**src/design/assert_macros.svh**
```systemverilog
// ----------------------------------------------------------------------------
// assert_macros.svh
// Assertion helpers shared by the design; ASSERT_OFF removes them all.
// ----------------------------------------------------------------------------
`ifndef ASSERT_MACROS_SVH
`define ASSERT_MACROS_SVH
`ifndef ASSERT_OFF
// property must hold at every clock outside reset
`define SJF_ASSERT(label, clk, rst, prop, msg) \
   label: assert property (@(posedge clk) disable iff (rst) (prop)) else $error(msg);
// condition must never be seen outside reset
`define SJF_NEVER(label, clk, rst, cond, msg) \
   label: assert property (@(posedge clk) disable iff (rst) !(cond)) else $error(msg);
`else
`define SJF_ASSERT(label, clk, rst, prop, msg)
`define SJF_NEVER(label, clk, rst, cond, msg)
`endif
`endif

```
**src/design/sjf_pkg.sv**
```systemverilog
// ----------------------------------------------------------------------------
// sjf_pkg
// Shared widths and controller/datapath interface types for the SJF scheduler.
// ----------------------------------------------------------------------------
package sjf_pkg;

   localparam int IN_TIME_W  = 16;   // request time fields
   localparam int JOB_W      = 6;    // response job index
   localparam int OUT_TIME_W = 23;   // response time fields

   // controller -> datapath
   typedef struct packed {
      logic load;          // take the request on the input ports
      logic scan_restart;  // clear trackers, scan address back to zero
      logic scan_step;     // read one entry, advance scan address
      logic emit;          // finish the picked job, load response register
      logic jump;          // advance time to the earliest pending arrival
   } cmd_type;

   // datapath -> controller
   typedef struct packed {
      logic scan_last;     // scan address is on the last stored job
      logic found;         // an arrived, unfinished job was picked
      logic set_done;      // the picked job is the last of the set
      logic out_free;      // response register can take a new result
   } status_type;

endpackage

```
**src/design/sjf_nonpreemptive_scheduler.sv**
```systemverilog
// ----------------------------------------------------------------------------
// Each request is written to the store as it is taken; the final request
// starts scheduling. Each decision scans the N stored jobs through the store
// read port, drains the read pipe and decides; time jumping to a later arrival
// brings another such scan. A pick also waits on a stalled response register.
// Reset: synchronous, active high; clears control state, no clearing pass.
// ----------------------------------------------------------------------------
// sjf_nonpreemptive_scheduler
// Non-preemptive shortest-job-first scheduler: loads a job set, then reports
// jobs in completion order with waiting and turnaround times.
// ----------------------------------------------------------------------------
`include "assert_macros.svh"

module sjf_nonpreemptive_scheduler #(
   parameter int MAX_JOBS  = 64,
   parameter int TIME_BITS = 16
) (
   input  logic                           clock,
   input  logic                           reset,
   // request channel
   input  logic                           req_valid,
   output logic                           req_stall,
   input  logic [sjf_pkg::IN_TIME_W-1:0]  req_arrival_time,
   input  logic [sjf_pkg::IN_TIME_W-1:0]  req_burst_time,
   input  logic                           req_final_job,
   // response channel
   output logic                           rsp_valid,
   input  logic                           rsp_stall,
   output logic [sjf_pkg::JOB_W-1:0]      rsp_job_index,
   output logic [sjf_pkg::OUT_TIME_W-1:0] rsp_waiting_time,
   output logic [sjf_pkg::OUT_TIME_W-1:0] rsp_turnaround_time,
   output logic                           rsp_jobs_dropped,
   output logic                           rsp_last_result
);
   import sjf_pkg::*;

   // Controller steps the scan; datapath holds the store, the pick trackers,
   // current time and the response register. A request is taken only while
   // the controller is loading. Requests beyond MAX_JOBS are discarded and
   // set the dropped flag carried on every response of the set.
   cmd_type    cmd;
   status_type status;

   sjf_ctrl u_ctrl (
      .clock         (clock),
      .reset         (reset),
      .req_valid     (req_valid),
      .req_final_job (req_final_job),
      .status        (status),
      .cmd           (cmd),
      .req_stall     (req_stall)
   );

   sjf_dp #(
      .MAX_JOBS  (MAX_JOBS),
      .TIME_BITS (TIME_BITS)
   ) u_dp (
      .clock               (clock),
      .reset               (reset),
      .cmd                 (cmd),
      .status              (status),
      .req_arrival_time    (req_arrival_time),
      .req_burst_time      (req_burst_time),
      .rsp_stall           (rsp_stall),
      .rsp_valid           (rsp_valid),
      .rsp_job_index       (rsp_job_index),
      .rsp_waiting_time    (rsp_waiting_time),
      .rsp_turnaround_time (rsp_turnaround_time),
      .rsp_jobs_dropped    (rsp_jobs_dropped),
      .rsp_last_result     (rsp_last_result)
   );

   // a job is only finished when picked and the response register is free
   `SJF_ASSERT(a_emit_ok, clock, reset, cmd.emit |-> (status.found && status.out_free), "bad emit")
   // a time jump never comes together with a pick
   `SJF_NEVER(a_jump_emit, clock, reset, cmd.jump && cmd.emit, "time jump together with a pick")
   // finishing the last job of a set reopens the request channel
   `SJF_ASSERT(a_set_end, clock, reset, (cmd.emit && status.set_done) |=> !req_stall, "no reopen")

endmodule

```
**src/design/sjf_dp.sv**
```systemverilog
// ----------------------------------------------------------------------------
// sjf_dp
// Job store, scan trackers, time keeping and response register.
// ----------------------------------------------------------------------------
module sjf_dp #(
   parameter int MAX_JOBS  = 64,
   parameter int TIME_BITS = 16
) (
   input  logic                           clock,
   input  logic                           reset,
   input  sjf_pkg::cmd_type               cmd,
   output sjf_pkg::status_type            status,
   input  logic [sjf_pkg::IN_TIME_W-1:0]  req_arrival_time,
   input  logic [sjf_pkg::IN_TIME_W-1:0]  req_burst_time,
   input  logic                           rsp_stall,
   output logic                           rsp_valid,
   output logic [sjf_pkg::JOB_W-1:0]      rsp_job_index,
   output logic [sjf_pkg::OUT_TIME_W-1:0] rsp_waiting_time,
   output logic [sjf_pkg::OUT_TIME_W-1:0] rsp_turnaround_time,
   output logic                           rsp_jobs_dropped,
   output logic                           rsp_last_result
);
   import sjf_pkg::*;

   localparam int IDX_W = $clog2(MAX_JOBS);
   localparam int CNT_W = $clog2(MAX_JOBS + 1);
   localparam int CUR_W = TIME_BITS + IDX_W + 1;   // holds max arrival plus all bursts

   // job store
   logic [TIME_BITS-1:0] arrival_mem [MAX_JOBS];
   logic [TIME_BITS-1:0] burst_mem   [MAX_JOBS];

   logic [CNT_W-1:0]     job_count_ff;
   logic [CNT_W-1:0]     finished_ff;
   logic                 overflow_ff;
   logic [MAX_JOBS-1:0]  done_ff;
   logic [CUR_W-1:0]     cur_ff;

   // scan pipeline
   logic [IDX_W-1:0]     scan_addr_ff;
   logic                 rd_vld_ff;
   logic [IDX_W-1:0]     rd_idx_ff;
   logic [TIME_BITS-1:0] rd_arr_ff;
   logic [TIME_BITS-1:0] rd_bur_ff;

   // trackers
   logic                 found_ff;
   logic [TIME_BITS-1:0] best_bur_ff;
   logic [TIME_BITS-1:0] best_arr_ff;
   logic [IDX_W-1:0]     best_idx_ff;
   logic                 any_ff;
   logic [TIME_BITS-1:0] next_arr_ff;

   // response register
   logic                  rsp_valid_ff;
   logic [JOB_W-1:0]      rsp_idx_ff;
   logic [OUT_TIME_W-1:0] rsp_wait_ff;
   logic [OUT_TIME_W-1:0] rsp_tat_ff;
   logic                  rsp_drop_ff;
   logic                  rsp_last_ff;

   logic             full;
   logic             wipe;
   logic             pending;
   logic             arrived;
   logic [CUR_W-1:0] wait_in;
   logic [CUR_W-1:0] tat_in;

   assign full    = (job_count_ff == CNT_W'(MAX_JOBS));
   assign pending = !done_ff[rd_idx_ff];
   assign arrived = (CUR_W'(rd_arr_ff) <= cur_ff);
   assign wait_in = cur_ff - CUR_W'(best_arr_ff);
   assign tat_in  = wait_in + CUR_W'(best_bur_ff);

   assign status.scan_last = (CNT_W'(scan_addr_ff) == job_count_ff - CNT_W'(1));
   assign status.found     = found_ff;
   assign status.set_done  = ((finished_ff + CNT_W'(1)) == job_count_ff);
   assign status.out_free  = !rsp_valid_ff || !rsp_stall;

   assign wipe = cmd.emit && status.set_done;

   // store write and registered read
   always_ff @(posedge clock) begin
      if (cmd.load && !full) begin
         arrival_mem[job_count_ff[IDX_W-1:0]] <= TIME_BITS'(req_arrival_time);
         burst_mem[job_count_ff[IDX_W-1:0]]   <= TIME_BITS'(req_burst_time);
      end
      rd_arr_ff <= arrival_mem[scan_addr_ff];
      rd_bur_ff <= burst_mem[scan_addr_ff];
      rd_idx_ff <= scan_addr_ff;
   end

   // set bookkeeping and time
   always_ff @(posedge clock) begin
      if (reset) begin
         job_count_ff <= '0;
         overflow_ff  <= 1'b0;
         finished_ff  <= '0;
         done_ff      <= '0;
         cur_ff       <= '0;
      end else if (wipe) begin
         job_count_ff <= '0;
         overflow_ff  <= 1'b0;
         finished_ff  <= '0;
         done_ff      <= '0;
         cur_ff       <= '0;
      end else begin
         if (cmd.load) begin
            if (full) begin
               overflow_ff <= 1'b1;
            end else begin
               job_count_ff <= job_count_ff + CNT_W'(1);
            end
         end
         if (cmd.emit) begin
            finished_ff          <= finished_ff + CNT_W'(1);
            done_ff[best_idx_ff] <= 1'b1;
            cur_ff               <= cur_ff + CUR_W'(best_bur_ff);
         end else if (cmd.jump) begin
            cur_ff <= CUR_W'(next_arr_ff);
         end
      end
   end

   // scan address and read-valid pipeline
   always_ff @(posedge clock) begin
      if (reset) begin
         scan_addr_ff <= '0;
         rd_vld_ff    <= 1'b0;
      end else begin
         rd_vld_ff <= cmd.scan_step;
         if (cmd.scan_restart) begin
            scan_addr_ff <= '0;
         end else if (cmd.scan_step) begin
            scan_addr_ff <= scan_addr_ff + IDX_W'(1);
         end
      end
   end

   // shortest arrived burst (first index wins ties) and earliest pending arrival
   always_ff @(posedge clock) begin
      if (reset) begin
         found_ff <= 1'b0;
         any_ff   <= 1'b0;
      end else if (cmd.scan_restart) begin
         found_ff <= 1'b0;
         any_ff   <= 1'b0;
      end else if (rd_vld_ff && pending) begin
         if (arrived && (!found_ff || rd_bur_ff < best_bur_ff)) begin
            found_ff    <= 1'b1;
            best_bur_ff <= rd_bur_ff;
            best_arr_ff <= rd_arr_ff;
            best_idx_ff <= rd_idx_ff;
         end
         if (!any_ff || rd_arr_ff < next_arr_ff) begin
            any_ff      <= 1'b1;
            next_arr_ff <= rd_arr_ff;
         end
      end
   end

   // response register
   always_ff @(posedge clock) begin
      if (reset) begin
         rsp_valid_ff <= 1'b0;
      end else if (cmd.emit) begin
         rsp_valid_ff <= 1'b1;
      end else if (!rsp_stall) begin
         rsp_valid_ff <= 1'b0;
      end
   end

   always_ff @(posedge clock) begin
      if (cmd.emit) begin
         rsp_idx_ff  <= JOB_W'(best_idx_ff);
         rsp_wait_ff <= OUT_TIME_W'(wait_in);
         rsp_tat_ff  <= OUT_TIME_W'(tat_in);
         rsp_drop_ff <= overflow_ff;
         rsp_last_ff <= status.set_done;
      end
   end

   assign rsp_valid           = rsp_valid_ff;
   assign rsp_job_index       = rsp_idx_ff;
   assign rsp_waiting_time    = rsp_wait_ff;
   assign rsp_turnaround_time = rsp_tat_ff;
   assign rsp_jobs_dropped    = rsp_drop_ff;
   assign rsp_last_result     = rsp_last_ff;

endmodule

```
**src/design/sjf_ctrl.sv**
```systemverilog
// ----------------------------------------------------------------------------
// sjf_ctrl
// Sequencer: load, scan the store, drain the read pipe, then pick or jump.
// ----------------------------------------------------------------------------
module sjf_ctrl (
   input  logic                clock,
   input  logic                reset,
   input  logic                req_valid,
   input  logic                req_final_job,
   input  sjf_pkg::status_type status,
   output sjf_pkg::cmd_type    cmd,
   output logic                req_stall
);
   import sjf_pkg::*;

   typedef enum logic [1:0] {
      ST_LOAD,
      ST_SCAN,
      ST_DRAIN,
      ST_DECIDE
   } state_type;

   state_type state_ff;
   state_type state_in;

   assign req_stall = (state_ff != ST_LOAD);

   always_comb begin
      cmd      = '0;
      state_in = state_ff;
      unique case (state_ff)
         ST_LOAD: begin
            if (req_valid) begin
               cmd.load = 1'b1;
               if (req_final_job) begin
                  cmd.scan_restart = 1'b1;
                  state_in         = ST_SCAN;
               end
            end
         end
         ST_SCAN: begin
            cmd.scan_step = 1'b1;
            if (status.scan_last) begin
               state_in = ST_DRAIN;
            end
         end
         ST_DRAIN: begin
            state_in = ST_DECIDE;
         end
         ST_DECIDE: begin
            if (!status.found) begin
               // nothing has arrived: move time on and rescan
               cmd.jump         = 1'b1;
               cmd.scan_restart = 1'b1;
               state_in         = ST_SCAN;
            end else if (status.out_free) begin
               cmd.emit         = 1'b1;
               cmd.scan_restart = 1'b1;
               state_in         = status.set_done ? ST_LOAD : ST_SCAN;
            end
         end
         default: begin
            state_in = ST_LOAD;
         end
      endcase
   end

   always_ff @(posedge clock) begin
      if (reset) begin
         state_ff <= ST_LOAD;
      end else begin
         state_ff <= state_in;
      end
   end

endmodule
```
**config.mk**
```make
export PLATFORM = sky130hd
export DESIGN_NAME = sjf_nonpreemptive_scheduler
export DESIGN_NICKNAME = d
export VERILOG_FILES = /design/src/design/sjf_pkg.sv /design/src/design/sjf_nonpreemptive_scheduler.sv /design/src/design/sjf_dp.sv /design/src/design/sjf_ctrl.sv
export VERILOG_INCLUDE_DIRS = /design/src /design/src/design
export SDC_FILE = /design/constraint.sdc
export NUM_CORES = 2
export LEC_CHECK = 0
export BUFFER_PORTS_ARGS = -buffer_cell sky130_fd_sc_hd__clkbuf_2
export CORE_ASPECT_RATIO = 0.8
export CORE_MARGIN = 2
export CORE_UTILIZATION = 45
export CTS_BUF_LIST = sky130_fd_sc_hd__clkbuf_4 sky130_fd_sc_hd__clkbuf_8
export CTS_CLUSTER_SIZE = 16
export DETAILED_ROUTE_END_ITERATION = 12
export HOLD_SLACK_MARGIN = 0.12
export MAX_ROUTING_LAYER = met4
export PLACE_DENSITY_LB_ADDON = 0.08
export SLEW_MARGIN = 25
export SYNTH_ARGS = -nofsm -noshare
export SYNTH_HDL_FRONTEND = slang
export SYNTH_SLANG_ARGS = --single-unit
```
**constraint.sdc**
```tcl
create_clock -name clock -period 4.85 [get_ports clock]
set_input_delay 0.2425 -clock clock [delete_from_list [all_inputs] [get_ports clock]]
set_output_delay 0.2425 -clock clock [all_outputs]
set_load 0.005 [all_outputs]
```
==> summary.txt <==
Cells and area
  • Finished Cell Area: 103000 sq um
  • Share of cells above drive strength 1: 32.6%
  • Storage cell area: between 60000 and 70000 sq um
  • Multi-input logic area: 21900 sq um
  • Nets@finish: 4766
  • Final Util: 51.6%
  • Area Growth Syn to Fin: 14.2%
  • Finished Layout Cells: 7600
  • Fill cells: 15900

Setup path
  • Crit path DAT: 5.03 ns
  • Critical path class: flip-flop to flip-flop
  • Reg2reg start: u_dp.cur_ff[3]
  • R2R Path End: u_dp.rsp_turnaround_time[22]
  • CP required: roughly 5.6 ns
  • Crit path buffers/inverters: 0
  • Crit-path max cell delay: just over 0.4 ns
  • Crit-path cells: ha_1 -> a21o_1 -> a21oi_1 -> a21oi_1 -> a211o_1 -> a21o_1 -> a21oi_1 -> xnor2_1 -> ha_1 -> a21o_1 -> a21oi_1 -> o21ai_0 -> a221o_1 -> a31o_2 -> nand3_1 -> nor4_2 -> xor2_1
  • CP Launch Type: flip-flop
  • Crit path max fanout: 5
  • R2r worst-path depth: 17
  • R2R Setup Slk: 0.60 ns
  • Worst path slowest cell: dfxtp_1
  • Crit path capture type: flip-flop
  • Most frequent CP cell: a21oi_1
  • CP top delay family: compound AO/OA/AOI/OAI gates

Synth
  • Synthesized net count: 4287
  • Synth top area cells: edfxtp_1 72%, mux4_2 17%, dfxtp_1 3.4%
  • Ys Warns: 0
  • Synthesis-stage register bit count: 2308
  • Synth cell types: 71
  • Mean post-synth cell area: 21.8 sq um
  • Area share of the largest cell type after synthesis: 71.7%
  • Main synth FF type: edfxtp_1
  • Gate Count Post-Synth: 4146
  • Cell with the most instances after synthesis: edfxtp_1
  • Post-synth top cells: 2156 x edfxtp_1, 678 x mux4_2, 204 x nor2_1, 152 x dfxtp_1, 133 x clkbuf_1
  • Sequential-to-total area share from yosys stat: 75.1%
  • Largest area contributor in the netlist: edfxtp_1
  • Asr flop ratio synth: 0%
  • Cell area after synthesis: 90300 sq um
  • Number of flops mapped to enable cells by yosys: 2156

Timing
  • Final setup vio count: 0
  • Final hold violations: 0
  • Final Cycle Share: 87.6%
  • WHS: 0.371 ns
  • Setup Skew: 0.0618 ns
  • RSZ-0062 raised after global routing: no
  • Max-Slew Margin vs Limit: 32.5%
  • Maximum clock rate: roughly 240 MHz
  • Worst-Margin Slew: slightly above 1 ns
  • Slew Viols, Final: 0
  • Fin crit period: 4.25 ns
  • Setup TNS: 0 ns

Floorplan
  • Core Rows: roughly 150
  • Top Ports: 93
  • Die Span X: slightly above 500 um
  • Die area: 204000 sq um
  • Core area: around 200000 sq um
  • Die Ht: just over 400 um
  • Initial Util: 45.2%

Pwr
  • Net Sw Power: roughly 12 mW
  • Combinational Power Share: 16.6%
  • Sequential power share: 48.5%
  • Internal power: 34.8 mW
  • Pwr dens: 453 nW/um^2
  • Peak supply drop: ~0.36 mV
  • Clock Power Share: 34.9%
  • LEAKAGE: 32.3 nW
  • Switching share of power: 25.6%

Placed design
  • PortBufs: 92
  • Placed cell areas: roughly 96000 sq um
  • Inst Count DP: 6891
  • Hpwl dp: 135000 um
  • Global placer's final weighted congestion: approximately 0.84

Detailed routing
  • Final ANT Viol Nets: 0
  • First drt pass iteration count: 8
  • Routed via count: 44400
  • Routed WL: ~240000 um
  • DRC violations left: 0
  • Wirelength per Cell: 31.3 um
  • Vias per inst: around 6
  • Initial DRC count: 5008

Clocking
  • CTS tree: yes
  • Hold-fix buffers, CTS: 41
  • CTS Sinks: 2308
  • Worst-skew pair later-pin latency: 1.05 ns
  • Cts bufs inserted: about 370
  • Clk slew on worst S/H paths: approximately 0.06 ns
  • Post-cts gate resize count: 0
  • CTS H-tree lvls: 5
  • Clock Path Buffers: 4
  • Root buffer cell: clkbuf_8
  • Setup Buffers After CTS: 0

Min path
  • Hold depth: 4
  • Hold path startpoint: reset
  • Worst min path class: input port to flip-flop
  • Hold path endpoint: u_dp.scan_addr_ff[3]

Outcome
  • Outcome: completed

Global route
  • Via count of the first global-routing pass: 44800
  • Grt ovf: 0
  • Gr usage total: between 20% and 30%
  • First-pass GRT wire length: around 340000 um
  • Antenna violations before repair: 18
  • Largest net degree at the start of global routing: 100

Flow run
  • Maxcap violations: 0
-- worst register-to-register path, stage by stage (launching register included) --
cell and delay [ns]:
dfxtp_1 0.41, ha_1 0.32, a21o_1 0.20, a21oi_1 0.23, a21oi_1 0.11, a211o_1 0.32, a21o_1 0.20, a21oi_1 0.24
xnor2_1 0.17, ha_1 0.32, a21o_1 0.20, a21oi_1 0.14, o21ai_0 0.11, a221o_1 0.40, a31o_2 0.27, nand3_1 0.14
nor4_2 0.07, xor2_1 0.16
-- power groups by stage --
stage	Sequential (mW)	Clock (mW)	Combinational, mW
floorplan	22.8	0	5.38
global placement	23.1	0	7.84
detailed placement	23.1	0	7.86
CTS	22.6	16.7	7.91
global route	22.7	17.5	8.33
finish	22.6	16.3	7.76
-- logic make-up after synthesis --
| family | Yosys count | synth area share, % |
|---|---|---|
| AND/OR/NAND/NOR | 396 | 2.02 |
| multiplexers | 697 | 17.4 |
| AO/OA/AOI/OAI | 268 | 1.88 |
| adder cells (fa/ha/maj) | 104 | 1.47 |
| XOR/XNOR | 93 | 0.919 |
| flip-flops | 2308 | 75.1 |
| buffers and inverters | 280 | 1.25 |
-- state kept, by name, indices dropped and copies added (netlist names), 7 cells and up --
name,count
u_dp.rsp_turnaround_time,23
u_dp.rd_bur_ff,16
u_dp.best_arr_ff,16
u_dp.job_count_ff,7
u_dp.arrival_mem,1024
u_dp.done_ff,64
u_dp.cur_ff,23
u_dp.finished_ff,7
u_dp.burst_mem,1024
u_dp.rd_arr_ff,16
u_dp.next_arr_ff,16
u_dp.rsp_waiting_time,23
u_dp.best_bur_ff,16
-- area by class of cell --
cell class,instances,area share (%)
flip-flops and latches,2308,65.8
clock inverters,141,0.768
clock buffers,513,6.11
multi-input cells,1558,21.2
repair buffers,306,2.59
inverters,79,0.289
well taps,2682,3.25
diodes,13,0.0315
-- worst max-delay path by stage --
stage                        startpoint                      endpoint  depth (start not counted)
finish                   u_dp.cur_ff[3]  u_dp.rsp_turnaround_time[22]                         17
floorplan           u_dp.best_arr_ff[1]  u_dp.rsp_turnaround_time[22]                         18
detailed placement  u_dp.best_arr_ff[1]  u_dp.rsp_turnaround_time[22]                         18
global placement    u_dp.best_arr_ff[1]  u_dp.rsp_turnaround_time[22]                         18
CTS                 u_dp.best_arr_ff[1]  u_dp.rsp_turnaround_time[22]                         18
global route             u_dp.cur_ff[3]  u_dp.rsp_turnaround_time[22]                         17
-- layer usage --
layer / part of all wire (%) / track usage, %
met1: 46 / 35.8
met2: 45 / 34.3
met3: 7.7 / 4.70
met4: 2.0 / 5.47
met5: 0 / -
-- per-stage QoR --
stage	setup slack [ns]	power (mW)
after floorplan	0.999	28.2
after global placement	0.599	30.9
after detailed placement	0.613	30.9
after CTS	0.630	47.2
after global routing	0.308	48.5
final	0.603	46.7
-- placed cells by master, fill, tap and decap left out, types with 91 or more instances in the layout --
cell and instances:
edfxtp_1 2156, mux4_2 678, clkbuf_8 391, dfxtp_1 146, nor2_1 140, buf_4 134, clkbuf_4 123, a21oi_1 111
ha_1 101, clkinv_1 91, clkbuf_2 91
No activity file was read; power rests on OpenSTA's default activity.
